==> config.mk <==
export PLATFORM = sky130hd
export DESIGN_NAME = spp_ratio_div
export DESIGN_NICKNAME = d
export VERILOG_FILES = /design/src/hw/rtl/spp_pkg.sv /design/src/hw/rtl/spp_ratio_div.sv
export SDC_FILE = /design/constraint.sdc
export NUM_CORES = 1
export LEC_CHECK = 0
export BUFFER_PORTS_ARGS = -buffer_cell sky130_fd_sc_hd__buf_2
export CORE_MARGIN = 5
export CORE_UTILIZATION = 64
export CTS_CLUSTER_DIAMETER = 50
export CTS_CLUSTER_SIZE = 10
export DETAILED_ROUTE_END_ITERATION = 8
export MAX_ROUTING_LAYER = met4
export PLACE_DENSITY = 0.95
export SETUP_SLACK_MARGIN = 0.3
export SLEW_MARGIN = 10
export SYNTH_ARGS = -nofsm -noshare
export SYNTH_HDL_FRONTEND = slang
export SYNTH_SLANG_ARGS = --single-unit
==> constraint.sdc <==
create_clock -name clk -period 4.81 [get_ports clk]
set_clock_uncertainty 0.2 [all_clocks]
set_input_delay 0.7215 -clock clk [delete_from_list [all_inputs] [get_ports clk]]
set_output_delay 0.7215 -clock clk [all_outputs]
set_load 0.03 [all_outputs]
==> src/hw/rtl/spp_pkg.sv <==
// Package for the spectrum top-peak picker: widths, list entry and cell control types.
// Used by spp_cell, spp_ratio_div and spectrum_top_peak_picker_core.
package spp_pkg;

	localparam int POWER_BITS = 24;
	localparam int AMP_W      = 24;
	localparam int BIN_W      = 16;
	localparam int CNT_W      = BIN_W + 1;
	localparam int MAX_BINS   = 65536;
	localparam int TOP_PEAKS  = 20;
	localparam int SUM_W      = POWER_BITS + BIN_W;
	localparam int PN_W       = POWER_BITS + CNT_W;
	localparam int FREQ_W     = 48;
	localparam int FRAC_W     = 24;
	localparam int STEP_W     = 5;
	localparam int RATIO_W    = 24;
	localparam int RATIO_FRAC = 16;
	localparam int RATIO_INT  = RATIO_W - RATIO_FRAC;

	// Configuration register indexes
	localparam logic REG_MIN_FREQ = 1'b0;
	localparam logic REG_STEP_EXP = 1'b1;

	// One slot of the sorted peak list
	typedef struct packed {
		logic                  valid;
		logic [POWER_BITS-1:0] power;
		logic [AMP_W-1:0]      amp;
		logic [BIN_W-1:0]      idx;
	} peak_entry_t;

	// Commands broadcast to every cell of the chain
	typedef struct packed {
		logic insert;
		logic pop;
		logic clear;
	} cell_ctl_t;

endpackage

==> src/hw/rtl/spp_ratio_div.sv <==
// Ratio unit: floor(pn * 2^16 / sum), saturating to 24 bits, by restoring
// division one quotient bit per cycle. Depends on spp_pkg.
module spp_ratio_div
	import spp_pkg::*;
(
	input  logic               clk,
	input  logic               arst_n,
	input  logic               start,
	input  logic [PN_W-1:0]    pn,
	input  logic [SUM_W-1:0]   sum,
	output logic               done,
	output logic [RATIO_W-1:0] ratio
);

	localparam int SAT_W  = SUM_W + RATIO_INT;
	localparam int STEP_CW = $clog2(RATIO_W);

	logic                 busy_q;
	logic                 done_q;
	logic [STEP_CW-1:0]   step_q;
	logic [SUM_W-1:0]     rem_q;
	logic [SUM_W-1:0]     den_q;
	logic [RATIO_INT-1:0] nb_q;
	logic [RATIO_W-1:0]   quo_q;

	logic                 sat;
	logic [SUM_W:0]       trial;
	logic                 fits;

	// Quotient of 256 or more (or a zero sum) saturates
	assign sat   = {{(SAT_W-PN_W){1'b0}}, pn} >= {sum, {RATIO_INT{1'b0}}};
	assign trial = {rem_q, nb_q[RATIO_INT-1]};
	assign fits  = trial >= {1'b0, den_q};

	assign done  = done_q;
	assign ratio = quo_q;

	// Control
	always_ff @(posedge clk or negedge arst_n) begin
		if (!arst_n) begin
			busy_q <= 1'b0;
			done_q <= 1'b0;
			step_q <= '0;
		end else begin
			done_q <= 1'b0;
			if (start) begin
				busy_q <= !sat;
				done_q <= sat;
				step_q <= STEP_CW'(RATIO_W - 1);
			end else if (busy_q) begin
				step_q <= step_q - 1'b1;
				if (step_q == '0) begin
					busy_q <= 1'b0;
					done_q <= 1'b1;
				end
			end
		end
	end

	// Datapath
	always_ff @(posedge clk) begin
		if (start) begin
			den_q <= sum;
			rem_q <= SUM_W'(pn[PN_W-1:RATIO_INT]);
			nb_q  <= pn[RATIO_INT-1:0];
			quo_q <= sat ? {RATIO_W{1'b1}} : '0;
		end else if (busy_q) begin
			nb_q <= {nb_q[RATIO_INT-2:0], 1'b0};
			if (fits) begin
				rem_q <= SUM_W'(trial - {1'b0, den_q});
				quo_q <= {quo_q[RATIO_W-2:0], 1'b1};
			end else begin
				rem_q <= trial[SUM_W-1:0];
				quo_q <= {quo_q[RATIO_W-2:0], 1'b0};
			end
		end
	end

endmodule

Yosys cells after proc, flatten, opt, wreduce, memory -nomap -nowiden. Cells that the tools add are included. W data, S select, Z words.

Register bits after elaboration: 119. Output and inout port bits: 25. Logic and storage cells: 32.

Add/sub/neg operators: 2. Order comparisons: 2. Multiplexer cells: 17. Reduce and logical (&&, ||, !) cells: 3.

Operator list (count): $mux W24 (3); $mux W33 (2); $ge A41 B48 Y1 (1); $ge A41 B40 Y1 (1); $mux W40 (1); $sub A40 B40 Y40 (1); $mux W8 (2); $mux W5 (2); $mux W1 (7); $logic_not A5 Y1 (1); $sub A5 B1 Y5 const B (1); $reduce_bool A2 Y1 (1); $logic_not A1 Y1 (1).

Depth between registers and ports, before layout.
Depth after elaboration: 4. Depth in mapped cells: 14. Mapped depth without buffers: 13.

Worst setup path before layout. No wires, ideal clock.

Path kind: register to register. Start: register nb_q[7]. End: register rem_q[32], data pin. Setup time: 0.148 ns. Data arrival time: 2.894 ns. Required time: 4.462 ns. Slack: 1.567 ns. Cell stages (with the launch flop): 14. Buffers on the path: 0. Path through: edfxtp_1 > inv_1 > ha_1 > inv_1 > fa_1 > a21oi_2 > o21ai_2 > a211oi_2 > o221ai_2 > a21oi_2 > a2111oi_1 > or4_1 > a41oi_1 > a2bb2oi_1.

Cells in the longest elaborated chain, start to end: 4. Elaborated cells between the ends (all ways): 5. Classes of those cells: 1 x add/sub; 1 x order compare; 3 x mux.

RTL lines: start: declaration (RTL line spp_ratio_div.sv:23) `logic [RATIO_INT-1:0] nb_q;`; start signal: assignment (RTL line spp_ratio_div.sv:65) `nb_q <= pn[RATIO_INT-1:0];`; start signal: assignment (RTL line spp_ratio_div.sv:68) `nb_q <= {nb_q[RATIO_INT-2:0], 1'b0};`; $sub A40 B40 Y40 or $ge A41 B40 Y1 (tied branches) (RTL line spp_ratio_div.sv:70, spp_ratio_div.sv:33); $mux W40 (*) (RTL line spp_ratio_div.sv:69) `if (fits) begin`; $mux W33 (*) (RTL line spp_ratio_div.sv:67) `end else if (busy_q) begin`; $mux W33 (*) (RTL line spp_ratio_div.sv:62) `if (start) begin`; end signal: assignment (RTL line spp_ratio_div.sv:64) `rem_q <= SUM_W'(pn[PN_W-1:RATIO_INT]);`; end signal: assignment (RTL line spp_ratio_div.sv:70) `rem_q <= SUM_W'(trial - {1'b0, den_q});`; end signal: assignment (RTL line spp_ratio_div.sv:73) `rem_q <= trial[SUM_W-1:0];`; end: declaration (RTL line spp_ratio_div.sv:21) `logic [SUM_W-1:0] rem_q;`.

Every way passes the cells marked *; elsewhere a longest branch is shown, timed or not. The select of a mux whose other input is x is not followed. A chain may end at the register's enable or synchronous reset.

Final worst setup path.
Start: register nb_q[7]. End: register rem_q[24], data pin.

The elaborated chain is that of the path after synthesis.

==> results.cfg <==
[status]
status = complete, no violations

[grt]
grt_max_degree = 158
grt_pass1_vias = 6656
grt-ovfl-total = 0
grt.total_usage = 0.278
antenna_found_initial = 1
grt_pass1_wl_um = 32000

[worst_setup_path]
cp.arrival_ns = 3.62
crit_path_start = nb_q[7]
endpoint_kind = flop
required_ns = 4.76
r2r_start = nb_q[7]
critPathLaunchType = flop
cp_max_fo = 5
r2r_slack_ns = 1.15
path_class = reg2reg

[drt]
final_antenna_net_count = 0
via_per_inst = 6.17
wl_um = 20100
wl_met2_um = 9760
wire_per_inst_um = 18.1
vias = 6859
topRoutingLayerUsed = met4
drtIter0Drc = 755
route.detailed.drc = 0
wl_met3_um = 1460
firstDrtPassIters = 5
wl_met1_um = 8170

[synthesis]
synth_ff_type = edfxtp_1
synth_area_um2 = 8220
yosys_warnings = 0
async_flop_share = 0.0588
ys_ff_latch = 119
synth_area_leaders = edfxtp_1 38%, ha_1 11%, inv_1 5.3%, a21oi_1 3.1%, o21ai_0 3.0%
syn_nets = 988
synthCells = 828
ys_seq_area_frac = 0.422
synth_edf_count = 105
yosysUniqueCellTypes = 78
syn_avg_cell_area_um2 = 9.92
yosysTopAreaCell = edfxtp_1
netlist.area_leader.share = 0.384

[timing]
setup_tns_ns = 0
period_share = 0.762
rsz0062_at_grt = no
relSlewSlack = 0.530
fmax_ghz = 0.273
tightest_slew_ns = 0.705
report.final.slew_viol_count = 0
setup_viol = 0
final-hold-violation-count = 0
period_needed_ns = 3.66

[floorplan]
die_y_um = 123
coreArea_um2 = 12600
die_x_um = 123
ios = 109
start_util = 0.651
core.rowCount = 41
die-area_um2 = 15200

[clock_tree]
cts-buffers-inserted = 17
postCtsHoldBufs = 1
clock_latency_ns = 0.43
htree_levels = 4
ctsRootBufferMaster = clkbuf_16
cts_buffer_depth = 2
ctsResizeCount = 0
cts_sinks = 119
clkSlewWorstSetupHoldPaths_ns = 0.06
cts_setup_buffers = 0
cts_tree = done

[cells_and_area]
final_area_um2 = 9380
fin_util = 0.743
drive_gt1_frac = 0.188
syn_to_final_growth_pct = 14.1
nNetsFinal = 1085
fill_cells = 861

[placed_design]
hpwl_um = 14000
port_buffers = 108
gp_congestion = 0.935
dpl_cell_area_um2 = 8820

[power]
p_leak_nw = 4.26
power_density_nw_per_um2 = 543
p_sw_frac = 0.411
power_frac_seq = 0.298
max-vdd-ir-drop_v = 0.000269
power.total_mw = 5.09
p_int_mw = 3.00
switchingPower_mw = 2.10
p_clk_frac = 0.231
power_frac_comb = 0.471

[hold_path]
min_from = sum[8]
min_path_type = in2reg

[run]
max-cap-violations = 0
## cells by family after synthesis
family | after synthesis | share of synthesized area
and+or+nand+nor | 203 | 0.132
DFF | 119 | 0.422
adders and majority gates | 76 | 0.117
xor gates and xnor gates | 38 | 0.0405
buffers and inverters | 152 | 0.0805
muxes | 16 | 0.0207
AOI/OAI and AO/OA | 224 | 0.187
## routing by layer
metal  vias up  track usage
met2       341        0.435
met3        69       0.0604
met1      3210        0.351
met5         -            -
met4         0        0.118
li1       3239            -
## power groups by stage
| stage | Sequential [mW] | Combinational (mW) | Clock, mW |
|---|---|---|---|
| global placement | 1.52 | 2.21 | 0 |
| detailed placement | 1.53 | 2.28 | 0 |
| finish | 1.52 | 2.40 | 1.18 |
| global route | 1.54 | 2.62 | 1.23 |
| floorplan | 1.51 | 1.88 | 0 |
| CTS | 1.51 | 2.34 | 1.18 |
## state kept, by name (all words and copies together) (netlist names)
signal / cells
den_q: 40
rem_q: 40
ratio: 24
nb_q: 8
step_q: 5
busy_q: 1
done: 1
## area by class of cell
| type | instances | area [um2] | share of cell area |
|---|---|---|---|
| antenna | 1 | 2.50 | 0.000267 |
| clock buffer | 18 | 429 | 0.0458 |
| clock inverter | 14 | 115 | 0.0123 |
| inverter | 116 | 435 | 0.0464 |
| multi-input combinational | 557 | 4100 | 0.437 |
| sequential | 119 | 3470 | 0.370 |
| tap | 172 | 215 | 0.0230 |
| timing repair buffer | 114 | 616 | 0.0657 |
## per-stage QoR
stage | instances | hold WS (ns) | setup slack (ns)
global route | 1111 | 0.276 | 0.939
detailed placement | 1077 | 0.300 | 1.09
floorplan | 828 | 0.226 | 1.57
global placement | 1077 | 0.284 | 1.12
CTS | 1110 | 0.278 | 1.21
finish | 1111 | 0.287 | 1.15
## synth_stat cells, types with 4 or more instances
master and number:
a21o_1 21, a21o_2 4, nor3b_1 5, o21ai_0 49, nor3_1 15, nor4_1 6
edfxtp_1 105, dfrtp_1 7, xor2_1 20, inv_1 116, mux2_2 8, o31ai_1 6
o21bai_1 7, a211oi_2 4, nand2b_1 8, o311ai_0 22, nand2_1 65, nor2_1 22
clkbuf_1 22, and3_1 7, a31oi_1 9, buf_6 4, xnor2_1 18, nand3_1 12
a21oi_1 51, nand4_1 13, mux2i_1 8, ha_1 75, nand3b_1 25, nor2b_1 7
dfxtp_1 7
## cell usage in the layout (no fill, tap or decap), types with 4 or more instances in the layout
cell type  netlist  routed
xnor2_1         18      18
nand2b_1         8       8
dfrtp_1          7       7
inv_1          116     116
nor3b_1          5       5
nand2_1         65      65
nand4_1         13      13
mux2i_1          8       8
nor4_1           6       6
buf_2            3     107
clkinv_4         0       4
a21o_1          21      21
inv_6            0       6
nor2b_1          7       7
nor3_1          15      15
o21ai_0         49      49
o31ai_1          6       6
buf_4            1       4
a21o_2           4       4
a21oi_1         51      51
edfxtp_1       105     105
nor2_1          22      22
nand3_1         12      12
dfxtp_1          7       7
mux2_2           8       8
clkbuf_16        0      17
a31oi_1          9       9
xor2_1          20      20
ha_1            75      75
o311ai_0        22      22
o21bai_1         7       7
and3_1           7       7
nand3b_1        25      25
## path summary, 6_finish.rpt
kind                       cells after the start        end
max                                           13  rem_q[24]
min                                            1   den_q[8]
max reg2reg                                   13  rem_q[24]
min reg2reg                                    2  rem_q[36]
max in group asynchronous                      2     busy_q
min in group asynchronous                      2  step_q[4]
## critical path: stages (launching register included)
cell	delay, ns
edfxtp_1	0.38
inv_1	0.07
ha_1	0.16
inv_1	0.06
fa_1	0.41
a21oi_2	0.19
o21ai_2	0.09
a211oi_2	0.50
o221ai_2	0.24
a21boi_0	0.37
o21ai_0	0.18
xor2_1	0.18
mux2i_1	0.23
o21ai_0	0.11
Note: power is estimated with default switching activity, not from simulation.
