`config.mk`:
```
export PLATFORM = sky130hd
export DESIGN_NAME = spp_cell
export DESIGN_NICKNAME = d
export VERILOG_FILES = /design/src/hw/rtl/spp_pkg.sv /design/src/hw/rtl/spp_cell.sv
export SDC_FILE = /design/constraint.sdc
export NUM_CORES = 1
export LEC_CHECK = 0
export BUFFER_PORTS_ARGS = -buffer_cell sky130_fd_sc_hd__buf_2
export CORE_MARGIN = 3
export CORE_UTILIZATION = 35
export CTS_BUF_LIST = sky130_fd_sc_hd__clkbuf_4
export CTS_CLUSTER_SIZE = 8
export DETAILED_ROUTE_END_ITERATION = 7
export PLACE_DENSITY = 0.77
export SETUP_SLACK_MARGIN = 0.15
export SLEW_MARGIN = 20
export SYNTH_ARGS = -nofsm -noshare
export SYNTH_HDL_FRONTEND = slang
export SYNTH_SLANG_ARGS = --single-unit
```
`constraint.sdc`:
```
create_clock -name clk -period 2.79 [get_ports clk]
set_clock_uncertainty 0.05 [all_clocks]
set_input_delay 0.6975 -clock clk [delete_from_list [all_inputs] [get_ports clk]]
set_output_delay 0.6975 -clock clk [all_outputs]
set_load 0.01 [all_outputs]
```
`src/hw/rtl/spp_pkg.sv`:
```
// Package for the spectrum top-peak picker: widths, list entry and cell control types.
// Used by spp_cell, spp_ratio_div and spectrum_top_peak_picker_core.
package spp_pkg;

	localparam int POWER_BITS = 24;
	localparam int AMP_W      = 24;
	localparam int BIN_W      = 16;
	localparam int CNT_W      = BIN_W + 1;
	localparam int MAX_BINS   = 65536;
	localparam int TOP_PEAKS  = 20;
	localparam int SUM_W      = POWER_BITS + BIN_W;
	localparam int PN_W       = POWER_BITS + CNT_W;
	localparam int FREQ_W     = 48;
	localparam int FRAC_W     = 24;
	localparam int STEP_W     = 5;
	localparam int RATIO_W    = 24;
	localparam int RATIO_FRAC = 16;
	localparam int RATIO_INT  = RATIO_W - RATIO_FRAC;

	// Configuration register indexes
	localparam logic REG_MIN_FREQ = 1'b0;
	localparam logic REG_STEP_EXP = 1'b1;

	// One slot of the sorted peak list
	typedef struct packed {
		logic                  valid;
		logic [POWER_BITS-1:0] power;
		logic [AMP_W-1:0]      amp;
		logic [BIN_W-1:0]      idx;
	} peak_entry_t;

	// Commands broadcast to every cell of the chain
	typedef struct packed {
		logic insert;
		logic pop;
		logic clear;
	} cell_ctl_t;

endpackage

```
`src/hw/rtl/spp_cell.sv`:
```
// One cell of the sorted peak chain: holds one entry, compares against the newcomer
// and trades entries with its neighbors. Depends on spp_pkg.
module spp_cell
	import spp_pkg::*;
(
	input  logic        clk,
	input  logic        arst_n,
	input  cell_ctl_t   ctl,
	input  peak_entry_t new_ent,
	input  peak_entry_t up_ent,
	input  logic        up_gt,
	input  peak_entry_t down_ent,
	output peak_entry_t ent,
	output logic        gt
);

	logic                  valid_q;
	logic [POWER_BITS-1:0] power_q;
	logic [AMP_W-1:0]      amp_q;
	logic [BIN_W-1:0]      idx_q;

	// Newcomer ranks above this slot (empty slots always lose; ties stay put)
	assign gt = !valid_q || (power_q < new_ent.power);

	assign ent = '{valid: valid_q, power: power_q, amp: amp_q, idx: idx_q};

	// Valid bit
	always_ff @(posedge clk or negedge arst_n) begin
		if (!arst_n) begin
			valid_q <= 1'b0;
		end else if (ctl.clear) begin
			valid_q <= 1'b0;
		end else if (ctl.insert) begin
			if (gt && !up_gt) begin
				valid_q <= 1'b1;
			end else if (gt) begin
				valid_q <= up_ent.valid;
			end
		end else if (ctl.pop) begin
			valid_q <= down_ent.valid;
		end
	end

	// Entry payload
	always_ff @(posedge clk) begin
		if (ctl.insert) begin
			if (gt && !up_gt) begin
				power_q <= new_ent.power;
				amp_q   <= new_ent.amp;
				idx_q   <= new_ent.idx;
			end else if (gt) begin
				power_q <= up_ent.power;
				amp_q   <= up_ent.amp;
				idx_q   <= up_ent.idx;
			end
		end else if (ctl.pop) begin
			power_q <= down_ent.power;
			amp_q   <= down_ent.amp;
			idx_q   <= down_ent.idx;
		end
	end

endmodule

```
* After elaboration in Yosys (flattened, before gate mapping)
Cells that the tools add are included.
** Word-level totals
- Register bits after elaboration :: 65
- Word-level logic and storage cells :: 32
- Output and inout port bits :: 66
** Operators by class
- $lt $le $gt $ge :: 1
- Equal/unequal tests :: 2
- Muxes and demuxes :: 17
- Reductions and logical operators :: 8
** Operators with widths (number)
- two-way mux 24 bit :: 8
- two-way mux 16 bit :: 4
- < comparator 24 bit :: 1
- two-way mux 1 bit :: 5
- inequality test 4 x 2 -> 1 bit, second input constant :: 1
- AND reduction 2 bit :: 2
- inequality test 3 x 1 -> 1 bit, second input constant :: 1
- nonzero test 3 bit :: 1
- zero test 1 bit :: 2
- nonzero test 2 bit :: 1
- logical AND 1 bit :: 1
- logical OR 1 bit :: 1

* Longest topological paths before layout
Gate-level depths: netlist (run 1).
- Depth after elaboration :: 6
- Mapped depth :: 10

* Least setup slack after synthesis (run 1)
OpenSTA, ideal clock, no wires.
- Path kind :: input port to flip-flop
- Start :: input port new_ent[46] (netlist name)
- End :: register amp_q[0] (enable)
- Data arrival time :: 3.168 ns
- Library setup time :: 0.394 ns
- Slack :: -0.822 ns
- Buffers on the path :: 2
- Cell stages on the path :: 10
- Path through :: inv_1 > ha_1 > a21o_1 > a21oi_1 > o32ai_1 > o31a_1 > buf_4 > buf_2 > nor2_1 > mux2_2
** Between the ends
- Cells in the longest elaborated chain, start to end :: 5
** Ends and longest elaborated chain
- start, declared :: line spp_cell.sv:9 : input peak_entry_t new_ent,
- < comparator 24 bit (*) :: line spp_cell.sv:23 : assign gt = !valid_q || (power_q < new_ent.power);
- logical OR 1 bit (*) :: line spp_cell.sv:23
- net gt :: line spp_cell.sv:14 : output logic gt
- logical AND 1 bit :: line spp_cell.sv:47 : if (gt && !up_gt) begin
- inequality test 3 x 1 -> 1 bit (no line) (*)
- AND reduction 2 bit (no line) (*)
- end signal, assigned :: line spp_cell.sv:49 : amp_q <= new_ent.amp;
- end signal, assigned :: line spp_cell.sv:53 : amp_q <= up_ent.amp;
- end signal, assigned :: line spp_cell.sv:58 : amp_q <= down_ent.amp;
- end, declared :: line spp_cell.sv:19 : logic [AMP_W-1:0] amp_q;
The timed path passes the listed nets; every way through them passes the cells marked *.
A chain may end at the register's enable or synchronous reset.

* Worst setup path in the final report (run 1)
- Start :: register power_q[11]
- End :: output port gt
** Between the ends
- Cells in the longest elaborated chain, start to end :: 2
** Ends and longest elaborated chain
- start, declared :: line spp_cell.sv:18 : logic [POWER_BITS-1:0] power_q;
- start signal, assigned :: line spp_cell.sv:48 : power_q <= new_ent.power;
- start signal, assigned :: line spp_cell.sv:52 : power_q <= up_ent.power;
- start signal, assigned :: line spp_cell.sv:57 : power_q <= down_ent.power;
- < comparator 24 bit :: line spp_cell.sv:23
- logical OR 1 bit :: line spp_cell.sv:23
- end, declared :: line spp_cell.sv:14
Every way passes these cells.

==> metrics, run 1 <==
Final Non-Filler Cells 949; failing checks negative setup slack; vias per inst 5.54; IO Count 267; CP delay by family, top compound AO/OA/AOI/OAI gates; status finished, violations left; Critical Path RT 2.04 ns; max incr delay on CP 0.46 ns; CTS Buf Count 9; max-slew headroom at the worst pin 0.533; min setup slack post-route -0.145 ns; crit path cell chain ha_4, buf_4, a21oi_1, a21oi_2, o31a_2, nor2_4, buf_6; HPWL after DPL 11100 µm; Tot GR Track Use 0.201; GRT overflow 0; Worst Setup End Kind primary output; fin nets 987; R2R depth 12; Gate Count Post-Synth 443; DR DRC count 0; DIE AREA 15900 µm²; reg2reg end amp_q[21]; CTS tree built; worst r2r src power_q[11]; gpl congestion 0.759; final hold vios 0; leading cell type in the layout, fill and taps excluded buf_2; LEAKAGE 3.67 nW; Core Rows 43; Initial DRT Pass Iterations 5; CTS Buffer Depth 2; initial antenna violation count 2; slowest CP cell edfxtp_1; period utilization 1.05; Final Cell Area 8000 µm²; Unique masters post-synth 30; H-tree depth 3; Worst R2R Setup Slack -0.07 ns; DP Cell Count 883; vias in the first global route 5179; Buf/Inv on CP 2; RSZ-0062 raised after global routing true; Slew @ Worst Pin 0.701 ns; share of layout cells above drive strength 1 0.598; min-delay worst type in -> reg; first-pass GRT wire length 25600 µm; Mapped Area 5040 µm²; Starting Density 0.360; Clock Sinks 65; clock latency on the worst-skew pair 0.44 ns; pwr dens 386 nW/µm²; Hold EP valid_q; Seq/Total Area, Yosys 0.386; Fmax 0.341 GHz; DIE HEIGHT 126 µm; Ys Warns 0; port bufs 265; largest net degree at the start of global routing 59; max_cap viols 0; synthesized area per cell 11.4 µm²; total number of vias 5259; Core ar. 14000 µm²; Max Slew Vio Count 0; TNS Setup -1.35 ns; largest fanout on the critical path 2; ys async rst share 0.0154; synth-to-layout area growth 58.9%; WS Path Type reg -> out; Hold Startpoint ctl[0]; Hold Path Cell Cnt 2; Worst EP arrival 2.19 ns; commonest non-fill, non-tap cells in the layout buf_2 (262), buf_4 (71), o31a_1 (64), o22a_1 (64), edfxtp_1 (64); DIE WIDTH 126 µm; Antenna Nets Post-Route 0; clock transition at the registers of the reported paths 0.11 ns; VDD IR-drop max 0.226 mV; final worst path period need 2.93 ns; Startpoint Class flip-flop; Routed WL 18900 µm; number of synthesized flops with an enable pin 64; WL per Instance 19.9 µm; Placement Cell Area 6940 µm²; final setup fails 48; Initial DRC Count 287; number of synthesized register bits 65; Net Count, Synth 667; Primary FF master, synth edfxtp_1; clk root buf clkbuf_4
## timing repair
action / CTS / global route
hold buffers: 1 / 0
setup endpoints to repair: 40 / 65
endpoints found under the hold margin: 1 / 0
gates resized for setup: 8 / 34
setup buffers: 6 / 23
gates cloned: 4 / 15
pin swaps: 5 / 20
## cell families after synthesis
family | synth area share
AO/OA/AOI/OAI | 0.437
adder cells (fa/ha/maj) | 0.0571
buffers and inverters | 0.0986
flip-flops | 0.386
multiplexers | 0.00224
AND/OR/NAND/NOR | 0.0189
## state kept, by name (all words and copies together) (netlist names)
name / flops
valid_q: 1
amp_q: 24
idx_q: 16
power_q: 24
## routing by layer
| layer | share of wire | wire length, µm | up-vias | global-route usage |
|---|---|---|---|---|
| met3 | 0.079 | 1500 | 48 | 0.0577 |
| met1 | 0.41 | 7730 | 2509 | 0.236 |
| met2 | 0.48 | 9170 | 248 | 0.349 |
| met5 | 0 | 0 | - | 0 |
| met4 | 0.028 | 524 | 0 | 0.0726 |
| li1 | - | - | 2454 | - |
## layout make-up
class                   instances  area (µm²)
well taps                     180         225
clock buffers                   9        67.6
inverters                      64         253
diodes                          2        5.00
clock inverters                 6        50.0
multi-input cells             256        2870
fillers                      1201        5990
repair buffers                367        2590
flip-flops and latches         65        1950
## power by group
part           internal, mW  switching, mW  total, mW
clock                 0.255          0.368      0.623
combinational         0.602          0.584       1.19
sequential             1.23         0.0513       1.28
## synthesized netlist by cell type (3+ instances only)
library cell  number  area (µm²)
a211oi_1           3        22.5
o41ai_1           13         114
o22a_1            64         561
nand2_1            5        18.8
edfxtp_1          64        1920
buf_4              4        30.0
nand3_1            4        20.0
a21oi_1            8        40.0
inv_1             64         240
o31a_1            65         569
clkbuf_1          35         131
ha_1              23         288
buf_2             19        95.1
o41ai_2           51         830
nor3_1             3        15.0
## per-stage QoR
stage / hold slack, ns / power [mW] / worst slack (ns) / util
floorplan: 0.352 / 1.89 / -0.00549 / -
global placement: 0.423 / 2.33 / -0.301 / 0.496
detailed placement: 0.423 / 2.35 / -0.326 / 0.496
CTS: 0.308 / 3.01 / -0.168 / 0.520
finish: 0.358 / 3.09 / -0.145 / 0.572
global route: 0.313 / 3.25 / -0.215 / 0.572
## worst max path at each step
stage | from | end | slack [ns] | depth (start not counted)
after floorplan | new_ent[46] | amp_q[0] | -0.005 | 10
after global placement | new_ent[46] | power_q[3] | -0.30 | 11
after detailed placement | new_ent[46] | power_q[4] | -0.33 | 11
after CTS | power_q[6] | gt | -0.17 | 7
after global routing | power_q[11] | gt | -0.22 | 7
final | power_q[11] | gt | -0.14 | 7
(Power assumes the default switching activity.)
==> run 2: changes to the inputs <==
ABC_AREA = 1   (was default)
PLACE_DENSITY = 0.8   (was 0.77)
==> run 2 against run 1 <==
  * The flow now finishes without violations
  * Critical path depth up 2
  * Die area shrank 13%
  * Sequential share of layout area up 7.1 points
  * Largest cell class unchanged
  * Clock power fell by 13%
  * Total power decreased by 14%
==> metrics, run 2 <==
Fmax 0.376 GHz (+10%); H-tree depth 3 (unchanged); ys async rst share 0.0154 (unchanged); Seq/Total Area, Yosys 0.448 (+0.0617); total number of vias 4757 (-9.5%); DIE HEIGHT 117 µm (-6.8%); Max Slew Vio Count 0 (unchanged); WS Path Type reg -> out; Tot Pwr 2.65 mW (-14%); largest fanout on the critical path 2 (unchanged); M1 WL 5540 µm (-28%); Worst EP arrival 1.92 ns (-0.27 ns); P_sw 0.871 mW (-13%); Net Count, Synth 809 (+21%); Max Used Layer met4; Worst Setup End Kind primary output; WL per Instance 13.7 µm (-31%); clock latency on the worst-skew pair 0.40 ns (-0.04 ns); max incr delay on CP 0.47 ns (about the same); number of synthesized register bits 65 (unchanged); Primary FF master, synth edfxtp_1; share of layout cells above drive strength 1 0.381 (-0.218); gpl congestion 0.873 (+15%); VDD IR-drop max 0.166 mV (-27%); share of the synthesized area in the top cell type 0.442 (+0.0609); largest net degree at the start of global routing 57 (-3.4%); Clock Sinks 65 (unchanged); vias in the first global route 4539 (-12%); initial antenna violation count 2 (unchanged); Antenna Nets Post-Route 0 (unchanged); Routed WL 14000 µm (-26%); RSZ-0062 raised after global routing true; vias per inst 4.65 (-16%); top cells by count, synth nand2_1 (207), inv_1 (79), edfxtp_1 (64), o21ai_1 (59), nor2_1 (48); combinational share of power 0.322 (-0.062); min-delay worst type in -> reg; Final Non-Filler Cells 1024 (+7.9%); Slew @ Worst Pin 0.471 ns (-0.230 ns); crit path cell chain ha_4, nand2_2, nor2_2, nand4_1, nor2_2, nand2_1, nand2_2, nand2_4, buf_6; Clock power frac 0.204 (+0.002); DIE AREA 13800 µm² (-13%); max-slew headroom at the worst pin 0.686 (+0.154); port bufs 265 (unchanged); Starting Density 0.360 (about the same); DIE WIDTH 117 µm (-6.8%); clk root buf clkbuf_4; Initial DRT Pass Iterations 5 (unchanged); CTS tree built; clock transition at the registers of the reported paths 0.11 ns (about the same); Ys Warns 0 (unchanged); DR DRC count 0 (unchanged); synthesized area per cell 7.43 µm² (-35%); final hold vios 0 (unchanged); period utilization 0.954 (-0.0975); LEAKAGE 3.35 nW (-8.7%); synth-to-layout area growth 42.6%; Critical Path RT 2.04 ns (about the same); GRT overflow 0 (unchanged); Core Rows 40 (-7.0%); layout filler cell count 1186 (-1.2%); leading cell type in the layout, fill and taps excluded buf_2; cell with the most instances after synthesis nand2_1; DP Cell Count 999 (+13%); Startpoint Class flip-flop; first-pass GRT wire length 21400 µm (-17%); Synth area leader edfxtp_1; CTS Buf Count 9 (unchanged); HPWL after DPL 10700 µm (-4.1%); Largest regs amp_q: 24 flops, power_q: 24 flops, idx_q: 16 flops; final setup fails 0 (-100%); pwr dens 427 nW/µm² (+11%); Min Hold Slack 0.486 ns (+0.129 ns); Synth area leaders edfxtp_1 (44%), nand2_1 (18%), inv_1 (6.8%); Gate Count Post-Synth 585 (+32%); Tot GR Track Use 0.191 (-0.00964); Initial DRC Count 289 (+0.70%); fin nets 1073 (+8.7%); CTS Buffer Depth 2 (unchanged); Met2 Routed Length 6970 µm (-24%); number of synthesized flops with an enable pin 64 (unchanged); Mapped Area 4340 µm² (-14%); Reg power frac 0.474 (+0.059); Unique masters post-synth 21 (-30%); status finished, final reports clean; IO Count 267 (unchanged); final worst path period need 2.66 ns (-0.272 ns); met3 WL 1170 µm (-22%); slowest CP cell edfxtp_1; max_cap viols 0 (unchanged); Int Pwr 1.78 mW (-15%); switching share of total power 0.329 (+0.00451); commonest non-fill, non-tap cells in the layout buf_2 (264), nand2_1 (202), inv_1 (78); Core ar. 12100 µm² (-14%); utilization after layout 0.514 (-0.0584)
## run 2: final timing paths
path	from	slack, ns	endpoint	depth (start not counted)
min in group asynchronous	arst_n	0.56	valid_q	2
min reg2reg	valid_q	0.64	valid_q	2
max in group asynchronous	arst_n	2.03	valid_q	2
max	power_q[13]	0.13	gt	9
max reg2reg	power_q[13]	0.29	idx_q[12]	15
min	ctl[0]	0.49	valid_q	4
## run 2: logic make-up (layout without fill, tap and decap cells)
logic type                 Yosys count  in the layout  synth area share
adders and majority gates           23             23            0.0662
and+or+nand+nor                    284            284             0.255
DFF                                 65             65             0.448
AOI/OAI and AO/OA                   99             99             0.116
buffers and inverters              114            383             0.115
other                                0              2                 0
## run 2: per-layer routing
layer  vias up  GRT usage
met5         -          0
met3        23     0.0468
met4         0     0.0894
met1      2102      0.223
met2       230      0.330
li1       2402          -
## run 2: area by class of cell
type	instances	area (µm²)	area share
multi-input cells	406	2050	0.331
flip-flops and latches	65	1950	0.314
well taps	168	210	0.0339
repair buffers	288	1580	0.254
inverters	79	297	0.0479
clock inverters	6	35.0	0.00565
diodes	2	5.00	0.000808
clock buffers	10	75.1	0.0121
## run 2: stage by stage
stage                     TNS, ns  setup slack (ns)  instance area, µm²
after global placement    -0.0101           -0.0101                5860
final                           0             0.127                6200
after detailed placement    -1.12           -0.0394                5860
after global routing            0            0.0126                6200
after floorplan                 0             0.164                4360
after CTS                       0            0.0598                6060
## run 2: critical path, delay by kind of cell, from the launching register on
| kind | cells | cell delay, ns |
|---|---|---|
| AND/OR/NAND/NOR | 7 | 0.61 |
| flip-flops | 1 | 0.47 |
| adder cells (fa/ha/maj) | 1 | 0.30 |
| buffers and inverters | 1 | 0.13 |
## run 2: power groups by stage
stage / Combinational, mW / Clock (mW) / Sequential, mW
after detailed placement: 0.793 / 0 / 1.27
after global placement: 0.779 / 0 / 1.27
after floorplan: 0.381 / 0 / 1.33
final: 0.853 / 0.540 / 1.25
after global routing: 0.952 / 0.603 / 1.27
after CTS: 0.817 / 0.572 / 1.25
## run 2: what timing repair did
item,CTS,global route
pin swaps,8,12
endpoints found under the setup margin,1,4
hold endpoints to repair,1,0
hold buffers,1,0
setup buffers,2,3
cloned,0,1
gates resized for setup,10,12
==> run 3: changes to the inputs <==
PLACE_DENSITY = 0.81   (was 0.8)
clock period = 2.41 ns   (was 2.79 ns; I/O delays follow)
==> run 3 against run 2 <==
  * Sequential power increased by 17%
  * Design area increased by 15%
  * Routed wire length increased by 16%
  * Highest routed layer is now met5
  * Clock power increased by 20%
  * Utilization increased by 7.8 points
  * Worst hold slack got worse by 0.10 ns
  * Combinational power increased by 52%
  * First-iteration DRC count decreased by 1.4%
  * The flow now finishes with violations (negative setup slack)
==> metrics, run 3 (synthesis gave the netlist of run 2 again) <==
Worst Setup SP power_q[12]; Clock Sinks 65 (unchanged); period utilization 1.08; Worst R2R Setup Slack -0.18 ns (-0.47 ns); clk root buf clkbuf_4; Placement Cell Area 6200 µm² (+5.8%); IO Count 267 (unchanged); slowest CP cell edfxtp_1; final worst path period need 2.59 ns; M1 WL 6100 µm (+10%); vias per inst 4.78 (+2.8%); Startpoint Class flip-flop; vias in the first global route 4780 (+5.3%); CTS tree built; Worst Setup End Kind flip-flop; DIE WIDTH 117 µm (unchanged); clock latency on the worst-skew pair 0.44 ns (+0.04 ns); Initial DRC Count 285 (-1.4%); CTS Buffer Depth 2 (unchanged); HPWL after DPL 10800 µm (+1.3%); GRT overflow 0 (unchanged); final hold vios 0 (unchanged); min setup slack post-route -0.182 ns (-0.309 ns); Starting Density 0.360 (unchanged); reg2reg end power_q[19]; TNS Setup -12.46 ns (-12.46 ns); met3 WL 1530 µm (+30%); VDD IR-drop max 0.287 mV (+73%); Critical Path RT 2.57 ns (+0.53 ns); DIE AREA 13800 µm² (unchanged); R2R depth 16 (+1); H-tree depth 3 (unchanged); Core ar. 12100 µm² (unchanged); fin nets 1105 (+3.0%); Initial DRT Pass Iterations 4 (-1); RSZ-0062 raised after global routing true; Slew @ Worst Pin 0.552 ns (+0.0816 ns); CTS Buf Count 9 (unchanged); DIE HEIGHT 117 µm (unchanged); Final Non-Filler Cells 1055 (+3.0%); final setup fails 129 (+129); Max Slew Vio Count 0 (unchanged); status finished, violations left; max-slew headroom at the worst pin 0.631 (-0.0548); gpl congestion 0.829 (-5.0%); Tot GR Track Use 0.213 (+0.0222); DP Cell Count 1007 (+0.80%); WS Path Type reg -> reg; Core Rows 40 (unchanged); Met2 Routed Length 8240 µm (+18%); Antenna Nets Post-Route 0 (unchanged); WL per Instance 15.4 µm (+12%); port bufs 265 (unchanged); Largest regs amp_q: 24 flops, power_q: 24 flops, idx_q: 16 flops; crit path cell chain ha_4, nand2_4, nor2_4, nand4_1, nor2_1, nand2_1, nand2_1, nand2_2, buf_4, buf_6, buf_12, buf_6, nand2_4, nand2_8, buf_12, buf_8; utilization after layout 0.592 (+0.0781); max incr delay on CP 0.45 ns (-0.02 ns); initial antenna violation count 3 (+1); synth-to-layout area growth 64.3%; DR DRC count 0 (unchanged); Min Hold Slack 0.385 ns (-0.101 ns); Place WS -0.177 ns (-0.137 ns); total number of vias 5040 (+5.9%); clock transition at the registers of the reported paths 0.12 ns (about the same); Max Used Layer met5; commonest non-fill, non-tap cells in the layout buf_2 (264), nand2_1 (191), edfxtp_1 (64); Fmax 0.386 GHz; Tot Pwr 3.41 mW (+29%); first-pass GRT wire length 23400 µm (+9.6%); Routed WL 16200 µm (+16%); CP Capture Point power_q[19]; largest net degree at the start of global routing 47 (-18%); leading cell type in the layout, fill and taps excluded buf_2; failing checks negative setup slack; share of layout cells above drive strength 1 0.485 (+0.105); largest fanout on the critical path 8 (+6); worst r2r src power_q[12]; min-delay worst type in -> reg; Hold Startpoint down_ent[28]; LEAKAGE 3.65 nW (+8.9%); Final Cell Area 7140 µm² (+15%); max_cap viols 0 (unchanged); pwr dens 477 nW/µm² (+12%); Worst EP arrival 2.75 ns (+0.83 ns)
==> run 3: where the power goes <==
part	internal, mW	leakage (nW)	total [mW]	switching [mW]
logic	0.637	2.94	1.30	0.659
registers	1.40	0.654	1.46	0.0608
clock network	0.214	0.0535	0.648	0.434
total	2.25	3.65	3.41	1.15
==> run 3: worst min path at each step <==
stage / to / slack (ns) / cells after the start
after floorplan: valid_q / 0.26 / 0
after global placement: valid_q / 0.34 / 1
after detailed placement: valid_q / 0.33 / 1
after CTS: idx_q[7] / 0.35 / 3
after global routing: idx_q[11] / 0.37 / 3
final: amp_q[12] / 0.39 / 3
==> run 3: repair_timing <==
| action | in CTS | in global routing |
|---|---|---|
| pin swaps | 14 | 16 |
| gates cloned | 6 | 14 |
| buffers inserted | 9 | 2 |
| endpoints found under the hold margin | 1 | 0 |
| hold buffers | 1 | 0 |
| setup endpoints to repair | 39 | 130 |
| resized for setup | 24 | 65 |
==> run 3: layer usage <==
metal	vias to the layer above	GRT usage
li1	2465	-
met1	2285	0.235
met2	257	0.385
met3	29	0.0738
met4	4	0.0682
met5	-	0
==> run 3: cell type report <==
| cell class | count | area [µm²] |
|---|---|---|
| Antenna cell | 1 | 2.50 |
| Clock buffer | 10 | 75.1 |
| Multi-Input combinational cell | 408 | 2410 |
| Fill cell | 1099 | 4920 |
| Clock inverter | 6 | 35.0 |
| Timing Repair Buffer | 318 | 2140 |
| Tap cell | 168 | 210 |
| Inverter | 79 | 322 |
| Sequential cell | 65 | 1950 |
==> run 3: critical path: cells and delay by family, from the launching register on <==
kind	cells	cell delay [ns]
buffers and inverters	6	0.79
and+or+nand+nor	9	0.73
DFF	1	0.45
adders and majority gates	1	0.30
